===== src/hdl/smeu_pkg.sv =====
// Shared types and constants for the stack machine execute unit.
package smeu_pkg;

  // Fixed sizes of the machine
  localparam int STACK_DEPTH = 64;
  localparam int DEPTH_W     = 7;
  localparam int PC_W        = 8;
  localparam int WORD_W      = 32;
  localparam int DIV_STEPS   = 32;
  localparam int DIV_CNT_W   = 6;

  // Opcodes
  localparam logic [3:0] OP_HALT  = 4'd0;
  localparam logic [3:0] OP_PUSH  = 4'd1;
  localparam logic [3:0] OP_DROP  = 4'd2;
  localparam logic [3:0] OP_DUP   = 4'd3;
  localparam logic [3:0] OP_SWAP  = 4'd4;
  localparam logic [3:0] OP_OVER  = 4'd5;
  localparam logic [3:0] OP_EMIT  = 4'd6;
  localparam logic [3:0] OP_JUMP  = 4'd7;
  localparam logic [3:0] OP_JMPZ  = 4'd8;
  localparam logic [3:0] OP_ADD   = 4'd9;
  localparam logic [3:0] OP_SUB   = 4'd10;
  localparam logic [3:0] OP_MUL   = 4'd11;
  localparam logic [3:0] OP_DIV   = 4'd12;

  // Status codes
  localparam logic [2:0] ST_RUN   = 3'd0;
  localparam logic [2:0] ST_HALT  = 3'd1;
  localparam logic [2:0] ST_OVER  = 3'd2;
  localparam logic [2:0] ST_UNDER = 3'd3;
  localparam logic [2:0] ST_DIVZ  = 3'd4;
  localparam logic [2:0] ST_BADT  = 3'd5;
  localparam logic [2:0] ST_UNK   = 3'd6;
  localparam logic [2:0] ST_STOP  = 3'd7;

  typedef struct packed {
    logic [3:0] command;
    logic [7:0] operand_byte;
  } in_beat_t;

  typedef struct packed {
    logic [PC_W-1:0]           next_pc;
    logic                      print_valid;
    logic signed [WORD_W-1:0]  print_value;
    logic [2:0]                status;
    logic [DEPTH_W-1:0]        depth;
  } out_beat_t;

  // Whole-stack move applied to the row of cells
  typedef enum logic [2:0] {
    SH_HOLD,
    SH_PUSH,
    SH_POP,
    SH_POPSET,
    SH_SWAP
  } shift_t;

  // Per-cell source select
  typedef enum logic [1:0] {
    CS_HOLD,
    CS_UP,
    CS_DOWN
  } cell_sel_t;

  typedef enum logic {
    CTL_IDLE,
    CTL_DIV
  } ctl_state_t;

endpackage


===== src/hdl/smeu_cell.sv =====
// One stack cell: holds a word or takes it from the neighbor above or below.
module smeu_cell
  import smeu_pkg::*;
(
  input  logic              clk,
  input  cell_sel_t         sel,
  input  logic [WORD_W-1:0] from_up,
  input  logic [WORD_W-1:0] from_down,
  output logic [WORD_W-1:0] q
);

  logic [WORD_W-1:0] word_r;
  logic [WORD_W-1:0] word_nxt;

  // Pick the source for this cycle
  always_comb begin
    case (sel)
      CS_UP:   word_nxt = from_up;
      CS_DOWN: word_nxt = from_down;
      CS_HOLD: word_nxt = word_r;
      default: word_nxt = word_r;
    endcase
  end

  always_ff @(posedge clk) begin
    word_r <= word_nxt;
  end

  assign q = word_r;

endmodule


===== config.mk =====
export PLATFORM = sky130hd
export DESIGN_NAME = smeu_cell
export DESIGN_NICKNAME = d
export VERILOG_FILES = /design/src/hdl/smeu_pkg.sv /design/src/hdl/smeu_cell.sv
export SDC_FILE = /design/constraint.sdc
export NUM_CORES = 1
export LEC_CHECK = 0
export ABC_AREA = 1
export BUFFER_PORTS_ARGS = -buffer_cell sky130_fd_sc_hd__buf_2
export CORE_ASPECT_RATIO = 0.75
export CORE_MARGIN = 2
export CORE_UTILIZATION = 37
export DETAILED_ROUTE_END_ITERATION = 8
export PLACE_DENSITY = 0.81
export SKIP_CTS_REPAIR_TIMING = 1
export SYNTH_ARGS = -nofsm -noshare
export SYNTH_HDL_FRONTEND = slang
export SYNTH_SLANG_ARGS = --single-unit

===== constraint.sdc =====
create_clock -name clk -period 1.4 [get_ports clk]
set_input_delay 0.07 -clock clk [delete_from_list [all_inputs] [get_ports clk]]
set_output_delay 0.07 -clock clk [all_outputs]
set_load 0.1 [all_outputs]

==> results.md, run 1 <==
- Outcome: finished, final reports clean
- Yosys top cell by area: edfxtp_1
- Antenna diodes: 0
- Endpoint of the worst hold path: q[13]
- Final period utilization: 0.783
- Initial Util: 0.395
- Hold WC Path Type: in -> reg
- Max clock buf depth: 2
- Clock Sinks: 32
- Die extent in x: 76.9 µm
- TritonCTS clock tree: yes
- WL final: 2980 µm
- Largest register FFs: 32
- Nets: slightly above 300
- Max incr delay on CP: between 400 and 500 ps
- Row cnt: 19
- DP Area: just under 2000 µm²
- Post-Syn Area per Cell: 10.6 µm²
- Final min period: around 1100 ps
- Hold_ws: about 62 ps
- Worst setup EP type: output pin
- Ports: 99
- Largest net degree at the start of global routing: 33
- H-tree levels: 2
- Pleak: about 0.0011 µW
- CP max stage cell: buf_2
- Hold Vio Cnt, Final: 0
- GPL Wtd Cong: 0.630
- Area delta synth->final: 40.1%
- Layout cells sized above 1: 0.490
- WP data arrival: 1030 ps
- Fill count: between 300 and 400
- Worst Hold Path Cells: 3
- Worst Setup Start Kind: flop
- CP Depth: 1
- Post-route DRC: 0
- Max-slew headroom: 0.670
- Clock group share of total power: 0.192
- Worst VDD drop: 673 µV
- CTS Buf Count: 5
- Number of antenna violations at the first check in global routing: 0
- Avg WL per Cell: 10.1 µm
- Power per standard cell area: 1590 nW/µm²
- Top cell type's share of synthesized area: 0.653
- Clock slew at reported path FFs: approximately 60 ps
- DRT iter0 DRCs: 70
- Crit path cell chain: buf_2
- Number of synthesized register bits: 32
- Die area: 4510 µm²
- Vias in the first global route: about 1,100
- NetSw: 1500 µW
- Part of the power in combinational logic: 0.425
- Reg power frac: 0.383
- Final setup viols: 0
- Post-layout power: 3270 µW
- TNS Setup: 0 ps
- GR Overflow Total: 0
- DR vias: 1,214
- Buf/Inv on CP: 1
- Hold Crit Start: from_up[13]
- RSZ-0062 raised after global routing: false
- Fin. max-slew vios: 0
- Setup CP Type: reg -> out
- Mapped Cells: roughly 140
- Total GRT Usage: 0.142
- Drt first pass iters: 4
- Final core utilization: 0.553
- Via density: 4.12
- Syn Nets: 207
- Post-synthesis cell area: roughly 1500 µm²
- Measured slew at the worst slew-check pin: about 500 ps
- Synth area leaders: edfxtp_1, nand2_1, nand2_2
- YS warnings: 0
- IO Port Bufs: 98
- DP Wirelength: 2320 µm
- Max Cap Viol: 0
- Core ar.: about 3700 µm²
- Critical Path Fanout Max: 1
- CP top delay family: buffers and inverters
- Design area: between 2000 and 2500 µm²
- Root buffer selected by CTS: clkbuf_8
- Routed Antenna Nets: 0
- First-pass GRT wire length: 4860 µm
- Register area share after synthesis: 0.653
- Critical Path RT: 1330 ps
- Cell-internal power: 1780 µW
- DIE HEIGHT: 58.6 µm
- Synth unique cells: 9
- Max Fclk: approximately 910 MHz
- Sw frac: 0.457
-- metal layers --
| metal | up-vias | part of all wire | GRT usage |
|---|---|---|---|
| met1 | 497 | 0.42 | 0.153 |
| met5 | - | 0 | 0 |
| met2 | 66 | 0.47 | 0.249 |
| li1 | 646 | - | - |
| met4 | 0 | 0.011 | 0.0753 |
| met3 | 5 | 0.10 | 0.0537 |
-- logic make-up after synthesis --
logic type / synth area share
and+or+nand+nor: 0.262
DFF: 0.653
buffers and inverters: 0.0773
adders and majority gates: 0.00849
-- cell type report --
cell class / count / area, µm² / share of cell area
clock inverters: 1 / 3.75 / 0.00182
inverters: 3 / 18.8 / 0.00910
clock buffers: 7 / 76.3 / 0.0370
flip-flops and latches: 32 / 961 / 0.466
repair buffers: 103 / 541 / 0.262
well taps: 52 / 65.1 / 0.0315
multi-input cells: 97 / 398 / 0.193
-- power groups by stage --
stage	sequential (µW)	combinational [µW]	clock (µW)
2_1_floorplan	2290	144	0
3_3_place_gp	1270	1390	0
3_5_place_dp	1270	1400	0
4_1_cts	1250	1400	656
5_1_grt	1270	1440	699
6_report	1250	1390	627
-- synth_stat cells (all sizes together) --
cell / n
edfxtp: 32
nand2: 96
clkbuf: 3
buf: 4
ha: 1
inv: 3
-- how the worst max path moves through the flow --
stage	from	to	slack, ps
after floorplan	sel[0]	q[0]	5
after global placement	sel[0]	q[19]	290
after detailed placement	sel[0]	q[19]	270
after CTS	q[1]	q[1]	290
after global routing	q[13]	q[13]	260
final	q[31]	q[31]	300
-- through the flow --
stage,cells,worst slack (ps)
after floorplan,139,5.28
after global placement,287,287
after detailed placement,287,269
after CTS,295,291
after global routing,295,258
final,295,304
-- cell usage in the layout (no fill, tap or decap), drive strengths merged --
master    n
buf     103
clkbuf    7
clkinv    1
edfxtp   32
ha        1
inv       3
nand2    96
No activity file was read; power rests on OpenSTA's default activity.
==> run 2, diff against run 1 <==
--- a/config.mk
+++ b/config.mk
@@ -9,9 +9,9 @@
 export BUFFER_PORTS_ARGS = -buffer_cell sky130_fd_sc_hd__buf_2
 export CORE_ASPECT_RATIO = 0.75
 export CORE_MARGIN = 2
-export CORE_UTILIZATION = 37
+export CORE_UTILIZATION = 41
 export DETAILED_ROUTE_END_ITERATION = 8
-export PLACE_DENSITY = 0.81
+export PLACE_DENSITY = 0.85
 export SKIP_CTS_REPAIR_TIMING = 1
 export SYNTH_ARGS = -nofsm -noshare
 export SYNTH_HDL_FRONTEND = slang
==> constraint.sdc (replaced) <==
create_clock -name clk -period 1.1 [get_ports clk]
set_input_delay 0.055 -clock clk [delete_from_list [all_inputs] [get_ports clk]]
set_output_delay 0.055 -clock clk [all_outputs]
set_load 0.1 [all_outputs]
==> results.md, run 2 (synthesis results as in run 1) <==
- Worst setup EP type: output pin (unchanged)
- Fin. max-slew vios: 0 (unchanged)
- Hold WC Path Type: in -> reg (unchanged)
- DRT iter0 DRCs: 38 (was 70)
- Initial Util: 0.439 (was 0.395)
- Crit path cell chain: buf_2 (unchanged)
- Setup CP Type: reg -> out (unchanged)
- Most common cell after layout, fill and taps aside: nand2_1 (was buf_2)
- DR vias: 1,283 (was 1,214)
- Antenna diodes: 0 (unchanged)
- WL final: 3380 µm (was 2980 µm)
- Via density: 4.55 (was 4.12)
- DIE HEIGHT: 55.9 µm (was 58.6 µm)
- Clock Sinks: 32 (unchanged)
- GPL Wtd Cong: 0.695 (was 0.630)
- Final min period: 1060 ps
- Nets: 309 (was 310)
- Max-slew headroom: 0.680 (was 0.670)
- Avg WL per Cell: 12.0 µm (was 10.1 µm)
- Pre-CTS setup slack: 44.6 ps (was 269 ps)
- Vias in the first global route: 1,277 (was 1,117)
- CTS Buf Count: 5 (unchanged)
- Die extent in x: 73.2 µm (was 76.9 µm)
- Worst VDD drop: 1310 µV (was 673 µV)
- Power per standard cell area: 1920 nW/µm² (was 1590 nW/µm²)
- Fill count: 209 (was 324)
- Max incr delay on CP: 410 ps (was 420 ps)
- Hold Vio Cnt, Final: 0 (unchanged)
- IO Port Bufs: 98 (unchanged)
- CP top delay family: buffers and inverters (unchanged)
- Measured slew at the worst slew-check pin: 483 ps (was 499 ps)
- Largest net degree at the start of global routing: 33 (unchanged)
- Critical Path RT: 1040 ps (was 1330 ps)
- Ports: 99 (unchanged)
- Post-layout power: 4750 µW (was 3270 µW)
- Pleak: 0.00121 µW (was 0.00107 µW)
- Final setup viols: 0 (unchanged)
- Max Fclk: ~950 MHz
- First-pass GRT wire length: 5450 µm (was 4860 µm)
- Root buffer selected by CTS: clkbuf_8 (unchanged)
- Die area: 4090 µm² (was 4510 µm²)
- Worst Setup Start Kind: flop (unchanged)
- Number of antenna violations at the first check in global routing: 0 (unchanged)
- WP data arrival: 1000 ps (was 1030 ps)
- Drt first pass iters: 4 (unchanged)
- GR Overflow Total: 0 (unchanged)
- Final period utilization: 0.959
- Hold_ws: 43.1 ps (was 61.7 ps)
- Core ar.: 3360 µm² (was 3730 µm²)
- RSZ-0062 raised after global routing: false (unchanged)
- Largest register FFs: 32 (unchanged)
- TritonCTS clock tree: yes (unchanged)
- Max clock buf depth: 2 (unchanged)
- Row cnt: 18 (was 19)
- Max Cap Viol: 0 (unchanged)
- Post-route DRC: 0 (unchanged)
- Clock slew at reported path FFs: 60 ps (about the same)
- Total GRT Usage: 0.182 (was 0.142)
- H-tree levels: 2 (unchanged)
- Buf/Inv on CP: 1 (unchanged)
- Routed Antenna Nets: 0 (unchanged)
- Reg area: 961 µm² (unchanged)
- DP Wirelength: 2680 µm (was 2320 µm)
- TNS Setup: 0 ps (unchanged)
- Multi-input logic area: 410 µm² (was 398 µm²)
- Critical Path Fanout Max: 1 (unchanged)
- Area delta synth->final: 68.4% (was 40.1%)
- Worst setup margin: 45.0 ps (was 304 ps)
- Layout cells sized above 1: 0.500 (was 0.490)
- Outcome: finished, final reports clean (unchanged)
- Most frequent cells in the layout: nand2_1, buf_2, edfxtp_1, buf_12, nand2_2 (was buf_2, nand2_1, edfxtp_1, nand2_2, clkbuf_8)
- CP max stage cell: buf_2 (unchanged)
run 2: stage by stage:
stage / instances / instance area, µm² / utilization
detailed placement: 274 / 2380 / 0.711
global placement: 274 / 2380 / 0.711
floorplan: 139 / 1500 / -
finish: 282 / 2480 / 0.739
global route: 282 / 2480 / 0.739
CTS: 282 / 2460 / 0.735
run 2: where the power goes:
| group | internal (µW) | leakage [µW] | switching, µW | total, µW |
|---|---|---|---|---|
| clock | 439 | 0.0000399 | 383 | 823 |
| sequential | 1560 | 0.000312 | 118 | 1680 |
| combinational | 715 | 0.000857 | 1530 | 2250 |
run 2: path summary, 6_finish.rpt:
check | from | end | slack [ps] | cells past startpoint
max | q[3] | q[3] | 40 | 1
min | from_up[27] | q[27] | 40 | 3
run 2: layout make-up:
| type | instances | share of cell area |
|---|---|---|
| flip-flops and latches | 32 | 0.387 |
| repair buffers | 102 | 0.382 |
| multi-input cells | 97 | 0.165 |
| clock inverters | 1 | 0.00151 |
| inverters | 3 | 0.0121 |
| well taps | 40 | 0.0202 |
| clock buffers | 7 | 0.0308 |
run 2: layer usage:
metal / vias to the layer above / track usage / part of all wire
li1: 645 / - / -
met1: 578 / 0.168 / 0.36
met2: 56 / 0.320 / 0.52
met3: 4 / 0.101 / 0.11
met4: 0 / 0.0847 / 0.015
met5: - / 0 / 0
