### src/hdl/smeu_pkg.sv
// Shared types and constants for the stack machine execute unit.
package smeu_pkg;

  // Fixed sizes of the machine
  localparam int STACK_DEPTH = 64;
  localparam int DEPTH_W     = 7;
  localparam int PC_W        = 8;
  localparam int WORD_W      = 32;
  localparam int DIV_STEPS   = 32;
  localparam int DIV_CNT_W   = 6;

  // Opcodes
  localparam logic [3:0] OP_HALT  = 4'd0;
  localparam logic [3:0] OP_PUSH  = 4'd1;
  localparam logic [3:0] OP_DROP  = 4'd2;
  localparam logic [3:0] OP_DUP   = 4'd3;
  localparam logic [3:0] OP_SWAP  = 4'd4;
  localparam logic [3:0] OP_OVER  = 4'd5;
  localparam logic [3:0] OP_EMIT  = 4'd6;
  localparam logic [3:0] OP_JUMP  = 4'd7;
  localparam logic [3:0] OP_JMPZ  = 4'd8;
  localparam logic [3:0] OP_ADD   = 4'd9;
  localparam logic [3:0] OP_SUB   = 4'd10;
  localparam logic [3:0] OP_MUL   = 4'd11;
  localparam logic [3:0] OP_DIV   = 4'd12;

  // Status codes
  localparam logic [2:0] ST_RUN   = 3'd0;
  localparam logic [2:0] ST_HALT  = 3'd1;
  localparam logic [2:0] ST_OVER  = 3'd2;
  localparam logic [2:0] ST_UNDER = 3'd3;
  localparam logic [2:0] ST_DIVZ  = 3'd4;
  localparam logic [2:0] ST_BADT  = 3'd5;
  localparam logic [2:0] ST_UNK   = 3'd6;
  localparam logic [2:0] ST_STOP  = 3'd7;

  typedef struct packed {
    logic [3:0] command;
    logic [7:0] operand_byte;
  } in_beat_t;

  typedef struct packed {
    logic [PC_W-1:0]           next_pc;
    logic                      print_valid;
    logic signed [WORD_W-1:0]  print_value;
    logic [2:0]                status;
    logic [DEPTH_W-1:0]        depth;
  } out_beat_t;

  // Whole-stack move applied to the row of cells
  typedef enum logic [2:0] {
    SH_HOLD,
    SH_PUSH,
    SH_POP,
    SH_POPSET,
    SH_SWAP
  } shift_t;

  // Per-cell source select
  typedef enum logic [1:0] {
    CS_HOLD,
    CS_UP,
    CS_DOWN
  } cell_sel_t;

  typedef enum logic {
    CTL_IDLE,
    CTL_DIV
  } ctl_state_t;

endpackage

### src/hdl/smeu_div.sv
// Iterative signed 32-bit divider, one quotient bit per cycle, truncating.
module smeu_div
  import smeu_pkg::*;
(
  input  logic              clk,
  input  logic              rst_n,
  input  logic              start,
  input  logic [WORD_W-1:0] dividend,
  input  logic [WORD_W-1:0] divisor,
  output logic              done,
  output logic [WORD_W-1:0] quotient
);

  logic [WORD_W-1:0]    rem_r, rem_nxt;
  logic [WORD_W-1:0]    quo_r, quo_nxt;
  logic [WORD_W-1:0]    dvs_r, dvs_nxt;
  logic                 neg_r, neg_nxt;
  logic [DIV_CNT_W-1:0] cnt_r, cnt_nxt;
  logic                 done_r, done_nxt;
  logic [WORD_W+1:0]    trial;

  always_comb begin
    rem_nxt  = rem_r;
    quo_nxt  = quo_r;
    dvs_nxt  = dvs_r;
    neg_nxt  = neg_r;
    cnt_nxt  = cnt_r;
    done_nxt = done_r;
    trial    = {1'b0, rem_r, quo_r[WORD_W-1]} - {2'b00, dvs_r};
    if (start) begin
      // load magnitudes and the result sign
      rem_nxt  = '0;
      quo_nxt  = dividend[WORD_W-1] ? (~dividend + 1'b1) : dividend;
      dvs_nxt  = divisor[WORD_W-1] ? (~divisor + 1'b1) : divisor;
      neg_nxt  = dividend[WORD_W-1] ^ divisor[WORD_W-1];
      cnt_nxt  = DIV_CNT_W'(DIV_STEPS);
      done_nxt = 1'b0;
    end else if (cnt_r != '0) begin
      // restoring step: shift in the next dividend bit, subtract when it fits
      if (!trial[WORD_W+1]) begin
        rem_nxt = trial[WORD_W-1:0];
        quo_nxt = {quo_r[WORD_W-2:0], 1'b1};
      end else begin
        rem_nxt = {rem_r[WORD_W-2:0], quo_r[WORD_W-1]};
        quo_nxt = {quo_r[WORD_W-2:0], 1'b0};
      end
      cnt_nxt = cnt_r - 1'b1;
      if (cnt_r == DIV_CNT_W'(1)) begin
        done_nxt = 1'b1;
      end
    end
  end

  always_ff @(posedge clk) begin
    if (!rst_n) begin
      cnt_r  <= '0;
      done_r <= 1'b0;
    end else begin
      cnt_r  <= cnt_nxt;
      done_r <= done_nxt;
    end
    rem_r <= rem_nxt;
    quo_r <= quo_nxt;
    dvs_r <= dvs_nxt;
    neg_r <= neg_nxt;
  end

  assign done     = done_r;
  assign quotient = neg_r ? (~quo_r + 1'b1) : quo_r;

endmodule

### config.mk
export PLATFORM = sky130hd
export DESIGN_NAME = smeu_div
export DESIGN_NICKNAME = d
export VERILOG_FILES = /design/src/hdl/smeu_pkg.sv /design/src/hdl/smeu_div.sv
export SDC_FILE = /design/constraint.sdc
export NUM_CORES = 1
export LEC_CHECK = 0
export CORE_MARGIN = 5
export CORE_UTILIZATION = 40
export DETAILED_ROUTE_END_ITERATION = 10
export DONT_BUFFER_PORTS = 1
export HOLD_SLACK_MARGIN = 0.02
export SYNTH_ARGS = -nofsm -noshare
export SYNTH_HDL_FRONTEND = slang
export SYNTH_SLANG_ARGS = --single-unit
### constraint.sdc
create_clock -name clk -period 3.9 [get_ports clk]
set_input_delay 1.17 -clock clk [delete_from_list [all_inputs] [get_ports clk]]
set_output_delay 1.17 -clock clk [all_outputs]
set_load 0.05 [all_outputs]
==> metrics.cfg, run 1 <==
[outcome]
status = complete, but fails checks
violations = negative setup slack

[timing]
max_freq_mhz = 237
rsz0062_at_grt = true
setup_slack_ps = -322
period_share_pct = 108
hold_violations = 0
worst_slew_pin_slew_ps = 1180
fin_skew_ps = 11.1
setup-violations-final = 13
holdWs_ps = 494
slew_headroom_pct = 20.5
post-route-min-period_ps = 4220
maxSlewViolCount = 0

[die]
io-pin-count = 100
coreArea_mm2 = 0.0193
rows = 51
dieArea_mm2 = 0.0224
die_h_um = 150
initial_core_util_pct = 40.3
die_x_um = 150

[hold_path]
hold_class = reg2reg
hold_end = rem_r[10]
holdPathStages = 2
worstHoldStart = rem_r[10]

[yosys]
yosysTopAreaCellShare_pct = 25.0
synthTopCellsByArea = edfxtp_1, dfxtp_1, xnor2_1
syn_inst = 914
ys_async_sr_fraction_pct = 0
syn-num-nets = 1020
synth-edff-count = 65
synth_top_area_cell = edfxtp_1
postSynthAreaPerCell_um2 = 8.53
ys_types = 62
synthFlopType = edfxtp_1
yosys_register_bits = 104
syn-cell-area_mm2 = 0.00780
ys_seq_area_share_pct = 35.0
yosys_warnings = 0

[clock_network]
root_buffer = clkbuf_16
cts_buffers = 9
clock-sinks = 104
cts_tree = yes
cts.reportedPaths.clkPinSlew_ps = 70
insertion_delay_ps = 350
htreeDepth = 3
cts_buffer_depth = 2

[finish]
final_cell_mix = nand2_1, nor2_1, a21oi_1
layout_commonest_cell = nand2_1
layout-drive-gt1-share_pct = 13.7
antennaDiodeCount = 0
fin_nets = 1058
syn_to_final_growth_pct = 17.6

[setup_path]
crit_required_ps = 2730
r2r_slack_ps = 500
critPathMaxStageDelay_ps = 570
crit_chain = or4_4, nor4_4, nor2b_4, nand2_1, or2_4, or3_4, buf_4, o31ai_4, xnor2_4
crit_type = reg2out
cp-start-kind = flip-flop
r2r_start = quo_r[31]
cp.arrival_ps = 3050
crit_slowest_cell = or4_4
reg2reg_depth = 14
reg2reg_to = rem_r[28]
cp_max_fo = 3
endpoint_kind = output port

[power]
combinationalPowerShare_pct = 55.1
p_sw_uw = 2670
total_power_uw = 5980
p_per_area_mw_per_mm2 = 652
intPower_uw = 3310
power_leakage_uw = 0.00360
power_frac_clock_pct = 15.4
seqPwrFrac_pct = 29.5
swShare_pct = 44.7
vdd.ir_drop.worst_v = 0.000349

[grt]
grt_overflow = 0
grt_use_total_pct = 17.5
grt_pass1_wl_um = 32100
grt_pass1_vias = 6428
grt_max_degree = 122
antenna_found_initial = 0

[route]
wl_um = 19400
wire_per_inst_um = 15.9
vias_per_cell = 5.44
drc = 0
drt_iter0_drc = 352
drtPass1Iterations = 5
drt.antenna.violating_nets = 0
vias = 6651

[place]
dp_hpwl_um = 14400
gp_congestion = 0.897
io_buffer_count = 0

[flow_run]
maxCapViolCount = 0

-- what timing repair did --
item	in CTS	in global routing
setup endpoints to repair	15	16
pin swaps	12	6
hold buffers	0	0
resized for setup	28	13
buffers inserted	5	0
-- worst max path at each step --
| stage | startpoint | to | slack, ps |
|---|---|---|---|
| floorplan | quo_r[6] | quotient[30] | 0.5 |
| global placement | quo_r[6] | quotient[30] | -150 |
| detailed placement | quo_r[6] | quotient[30] | -190 |
| CTS | quo_r[3] | quotient[30] | -350 |
| global route | quo_r[3] | quotient[26] | -430 |
| finish | quo_r[3] | quotient[26] | -320 |
-- power by group through the flow --
stage | Clock (uW) | Combinational [uW] | Sequential (uW)
6_report | 923 | 3300 | 1760
5_1_grt | 1000 | 3630 | 1810
4_1_cts | 952 | 3290 | 1760
3_5_place_dp | 0 | 3220 | 1760
3_3_place_gp | 0 | 3200 | 1760
2_1_floorplan | 0 | 2400 | 1700
-- registers in the layout, indices dropped and copies added, names as in the netlist --
name and flops:
dvs_r 32, quo_r 32, rem_r 32, cnt_r 6, done 1, neg_r 1
-- cell type report --
class,count,area (um2)
inverter,54,203
clock buffer,10,229
timing repair buffer,67,614
fill,1867,10200
tap,265,332
clock inverter,6,68.8
multi-input combinational,716,5000
sequential,104,2730
-- per-layer routing --
metal  global-route usage [%]  wire length (um)  vias up
met4                     5.54               333        0
met3                     3.12              1240       21
met1                     24.4              9240     3054
met2                     27.8              8610      172
li1                         -                 -     3404
met5                        0                 0        -
-- cell usage after synthesis (all sizes together), types with 4 or more instances --
master	count
a211oi	9
a21boi	5
a21o	13
a21oi	78
a311oi	17
a31oi	5
and3	10
buf	4
clkbuf	36
dfxtp	39
edfxtp	65
ha	38
inv	54
mux2i	4
nand2	98
nand2b	9
nand3	11
nand3b	5
nand4	4
nor2	92
nor2b	5
nor3	18
nor4	9
o211ai	4
o21a	4
o21ai	48
o22ai	5
o31ai	23
o41ai	18
or2	5
or3	11
or4	17
xnor2	76
xor2	40
-- per-stage QoR --
| step | util (%) | instances | worst slack [ps] | area [um2] | setup TNS [ps] |
|---|---|---|---|---|---|
| floorplan | - | 914 | 0.535 | 7860 | 0 |
| global placement | 44.4 | 1201 | -150 | 8590 | -470 |
| detailed placement | 44.4 | 1201 | -187 | 8590 | -604 |
| CTS | 47.1 | 1222 | -348 | 9100 | -2870 |
| global route | 47.5 | 1222 | -432 | 9180 | -4190 |
| finish | 47.5 | 1222 | -322 | 9180 | -2490 |
-- kinds of logic after synthesis --
group	Yosys count	synth area share [%]
AOI/OAI and AO/OA	254	21.5
DFF	104	35.0
adders and majority gates	39	6.35
and+or+nand+nor	301	18.7
muxes	6	0.802
buffers and inverters	94	4.57
xor gates and xnor gates	116	13.0
-- critical path, delay by kind of cell (launching register included) --
| kind | cells | cell delay (ps) |
|---|---|---|
| AND/OR/NAND/NOR | 6 | 1670 |
| XOR/XNOR | 1 | 240 |
| flip-flops | 1 | 390 |
| buffers and inverters | 1 | 160 |
| AO/OA/AOI/OAI | 1 | 250 |
Power figures use the tool's default switching activity.
==> run 2, diff against run 1 <==
CTS_BUF_LIST = sky130_fd_sc_hd__clkbuf_8   (was unset)
==> run 2 against run 1 <==
- die area unchanged
- sequential share of layout area is 0.31 points higher
- clock skew rose by 4.6 ps
- critical endpoint unchanged
- hold slack gained 3.4 ps
- fmax down 1.1%
- the flow still finishes with violations (negative setup slack)
- sequential power about the same
- global-route usage stayed put
==> metrics.cfg, run 2 (same netlist as run 1, synthesis figures left out) <==
[power]
vdd.ir_drop.worst_v = 0.000244
p_per_area_mw_per_mm2 = 633
power_leakage_uw = 0.00356

[setup_path]
endpoint_kind = output port
cp-start-kind = flip-flop
cp_max_fo = 3
crit_chain = or4_4, nor4_4, nor2b_4, nand2_1, or2_4, or3_4, buf_4, o31ai_4, xnor2_4
crit_slowest_cell = or4_4
reg2reg_depth = 14
crit_type = reg2out
critPathMaxStageDelay_ps = 570
crit_required_ps = 2730
cp.arrival_ps = 3100

[timing]
tns_ps = -3120
period_share_pct = 109
max_freq_mhz = 234
fin_skew_ps = 15.7
post-route-min-period_ps = 4270
hold_violations = 0
holdWs_ps = 497
rsz0062_at_grt = true
slew_headroom_pct = 20.6
setup_slack_ps = -370
maxSlewViolCount = 0
setup-violations-final = 14
worst_slew_pin_slew_ps = 1180

[finish]
antennaDiodeCount = 0
layout_commonest_cell = nand2_1
final-seq-area_mm2 = 0.00273
fillers = 1866
instances_no_fill = 1222
stdcell_area_mm2 = 0.00908
syn_to_final_growth_pct = 16.4
reg_top3 = dvs_r: 32 flops, quo_r: 32 flops, rem_r: 32 flops
layout-drive-gt1-share_pct = 13.8
final_cell_mix = nand2_1, nor2_1, a21oi_1
fin_nets = 1058
multi_input_area_mm2 = 0.00500

[die]
io-pin-count = 100
initial_core_util_pct = 40.3
dieArea_mm2 = 0.0224
coreArea_mm2 = 0.0193
die_h_um = 150
die_x_um = 150
rows = 51

[clock_network]
htreeDepth = 3
clock-sinks = 104
cts_buffers = 9
cts_buffer_depth = 2
insertion_delay_ps = 390
hold_buffers = 0
cts.reportedPaths.clkPinSlew_ps = 110
cts_tree = yes
root_buffer = clkbuf_8

[grt]
antenna_found_initial = 0
grt_overflow = 0
grt_pass1_vias = 6401
grt_pass1_wl_um = 32000
grt_max_degree = 122
grt_use_total_pct = 17.5

[outcome]
status = complete, but fails checks
violations = negative setup slack

[place]
dp_hpwl_um = 14400
io_buffer_count = 0
placed_cell_area_mm2 = 0.00859
gp_congestion = 0.897
dp_cells = 1201

[route]
drtPass1Iterations = 5
wire_per_inst_um = 15.9
vias = 6680
wl_met3_um = 1270
top_layer_used = met4
dr_wl_met2_um = 8500
wl_met1_um = 9310
vias_per_cell = 5.47
wl_um = 19400
drt_iter0_drc = 347
drc = 0
drt.antenna.violating_nets = 0

[flow_run]
maxCapViolCount = 0

[hold_path]
hold_class = reg2reg
holdPathStages = 2

## run 2: changes by cell type in the layout (fill, tap and decap cells not counted)
cell	delta
o41ai_2	+1
clkbuf_16	-9
o41ai_1	-1
clkbuf_1	-1
inv_1	+1
clkbuf_8	+9
## run 2: per-layer routing
layer	up-vias	track usage (%)
li1	3400	-
met1	3082	24.4
met2	172	27.7
met3	26	3.82
met4	0	4.71
met5	-	0
## run 2: cell type report
cell class / count / area share, %
multi-input cells: 716 / 55.1
flip-flops and latches: 104 / 30.1
repair buffers: 67 / 6.76
well taps: 265 / 3.65
inverters: 54 / 2.23
clock buffers: 9 / 1.36
clock inverters: 7 / 0.799
## run 2: timing repair
item / CTS / global route
pin swaps: 13 / 5
resized for setup: 30 / 12
setup buffers: 5 / 0
endpoints found under the setup margin: 15 / 19
## run 2: power by group
group	internal [uW]	total [uW]	switching, uW
clock	298	694	396
sequential	1490	1760	277
combinational	1320	3290	1970
## run 2: metrics by stage
stage                     power (uW)  util [%]  setup WS, ps
after floorplan                 4100         -         0.535
after global placement          4960      44.4          -150
after detailed placement        4980      44.4          -187
after CTS                       5770      46.6          -406
after global routing            6210      47.0          -495
final                           5750      47.0          -370
## run 2: final timing paths
path | from | endpoint | slack [ps]
hold / removal | rem_r[10] | rem_r[10] | 500
setup / recovery | quo_r[3] | quotient[26] | -370
hold reg to reg | rem_r[10] | rem_r[10] | 500
setup reg to reg | quo_r[31] | rem_r[28] | 480
## run 2: critical path, delay by kind of cell, from the launching register on
family	cells	cell delay [ps]
buf+inv	1	160
simple gates	6	1670
xor+xnor	1	240
compound gates	1	250
flops	1	400
==> run 3, diff against run 2 <==
CORE_UTILIZATION = 55   (was 40)
PLACE_DENSITY = 0.73   (was unset)
==> run 3 against run 2 <==
- hold slack better by 5.4 ps
- count of clock-buffer cells in the layout is the same
- highest routed layer unchanged
- power is 1.4% lower
- via count increased by 2.7%
- sequential cell count unchanged
- register-to-register slack better by 50 ps
- fmax is 1.1% lower
- the run still ends with negative setup slack left
- final cell count is 6.6% lower
- core utilization rose by 18 points
- critical endpoint is now quotient[31]
==> metrics.cfg, run 3 (same netlist as run 1, synthesis figures left out) <==
[outcome]
status = complete, but fails checks
violations = negative setup slack

[power]
p_per_area_mw_per_mm2 = 627
vdd.ir_drop.worst_v = 0.000289
power_leakage_uw = 0.00359

[timing]
fin_skew_ps = 17.3
hold_violations = 0
maxSlewViolCount = 0
slew_headroom_pct = 25.6
post-route-min-period_ps = 4320
max_freq_mhz = 232
period_share_pct = 111
setup-violations-final = 17
tns_ps = -4620
setup_slack_ps = -417
holdWs_ps = 503
worst_slew_pin_slew_ps = 1110
rsz0062_at_grt = true

[flow_run]
maxCapViolCount = 0

[route]
vias_per_cell = 6.01
drt_iter0_drc = 557
drtPass1Iterations = 5
drt.antenna.violating_nets = 0
vias = 6861
drc = 0
wl_um = 19100
wire_per_inst_um = 16.7

[setup_path]
reg2reg_to = rem_r[28]
cp_max_fo = 4
endpoint_kind = output port
cp.arrival_ps = 3150
cp-start-kind = flip-flop
crit_required_ps = 2730
crit_chain = or4_4, nor4_4, nor2b_4, nand2_2, or2_1, or3_4, buf_4, o21ai_4, xnor2_2, buf_12
critPathMaxStageDelay_ps = 580
crit_type = reg2out
r2r_start = quo_r[31]
r2r_slack_ps = 530
crit_slowest_cell = or4_4
reg2reg_depth = 14

[finish]
final-seq-area_mm2 = 0.00273
final_util_pct = 65.1
fillers = 1185
syn_to_final_growth_pct = 15.8
final_cell_mix = nand2_1, nor2_1, a21oi_1
multi_input_area_mm2 = 0.00508
fin_nets = 1062
reg_top3 = dvs_r: 32 flops, quo_r: 32 flops, rem_r: 32 flops
layout_commonest_cell = nand2_1
antennaDiodeCount = 0
layout-drive-gt1-share_pct = 14.7

[die]
die_x_um = 129
initial_core_util_pct = 56.2
dieArea_mm2 = 0.0167
rows = 43
coreArea_mm2 = 0.0139
io-pin-count = 100
die_h_um = 129

[clock_network]
cts_tree = yes
cts_buffer_depth = 2
clock-sinks = 104
cts_buffers = 9
root_buffer = clkbuf_8
insertion_delay_ps = 390
htreeDepth = 3
cts.reportedPaths.clkPinSlew_ps = 110

[hold_path]
worstHoldStart = rem_r[20]
hold_end = rem_r[21]
holdPathStages = 2
hold_class = reg2reg

[grt]
grt_max_degree = 122
grt_overflow = 0
grt_pass1_wl_um = 30300
antenna_found_initial = 0
grt_use_total_pct = 22.3
grt_pass1_vias = 6329

[place]
gp_congestion = 0.939
io_buffer_count = 0
dp_hpwl_um = 13500

## run 3: cell count changes in the layout (fill, tap and decap cells not counted), moves of 2 or more
cell      change
buf_12        -3
o41ai_2       -3
o21ai_0       -2
o41ai_4       +3
clkinv_4      -2
buf_4         +5
nand2_2       +2
nand2_1       -3
o21ai_4       +2
## run 3: how the worst max path moves through the flow
stage / startpoint / end / slack [ps] / cells past startpoint
after detailed placement: quo_r[6] / quotient[30] / -90 / 8
after floorplan: quo_r[6] / quotient[30] / 0.5 / 8
final: quo_r[3] / quotient[31] / -420 / 10
after global placement: dividend[10] / quo_r[28] / -40 / 8
after global routing: quo_r[3] / quotient[31] / -550 / 10
after CTS: quo_r[3] / quotient[30] / -390 / 8
## run 3: per-stage QoR
step | instance area, um2 | setup WS [ps] | total power [uW] | cells
2_1_floorplan | 7860 | 0.535 | 4100 | 914
6_report | 9040 | -417 | 5670 | 1141
3_3_place_gp | 8460 | -43.2 | 4870 | 1116
3_5_place_dp | 8460 | -90.2 | 4900 | 1116
5_1_grt | 9040 | -549 | 6080 | 1141
4_1_cts | 8840 | -387 | 5600 | 1136
## run 3: worst max-delay path: cells and delay by family, from the launching register on
family                 cells  cell delay [ps]
buffers and inverters      2              330
AND/OR/NAND/NOR            6             1700
flip-flops                 1              410
AO/OA/AOI/OAI              1              170
XOR/XNOR                   1              150
## run 3: area by class of cell
type                       count  area share, %
multi-input combinational    716           56.2
timing repair buffer          71           6.95
clock buffer                   9           1.37
tap                          180           2.49
inverter                      54           2.24
sequential                   104           30.2
clock inverter                 7          0.512
## run 3: where the power goes
part           total [uW]  switching [uW]  leakage, uW  internal (uW)
Combinational        3270            1960      0.00254           1300
Clock                 616             384    0.0000835            232
Sequential           1790             298     0.000964           1490
## run 3: layer usage
| layer | track usage, % | up-vias | routed length [um] |
|---|---|---|---|
| met5 | 0 | - | 0 |
| met4 | 8.52 | 0 | 403 |
| met3 | 4.29 | 33 | 1160 |
| met2 | 34.8 | 227 | 8700 |
| met1 | 30.9 | 3181 | 8790 |
| li1 | - | 3420 | - |
## run 3: repair_timing
action	CTS	global route
buffers inserted	4	5
setup endpoints to repair	16	20
gates resized for setup	31	27
pin swaps	12	16
hold endpoints to repair	0	0
hold buffers	0	0
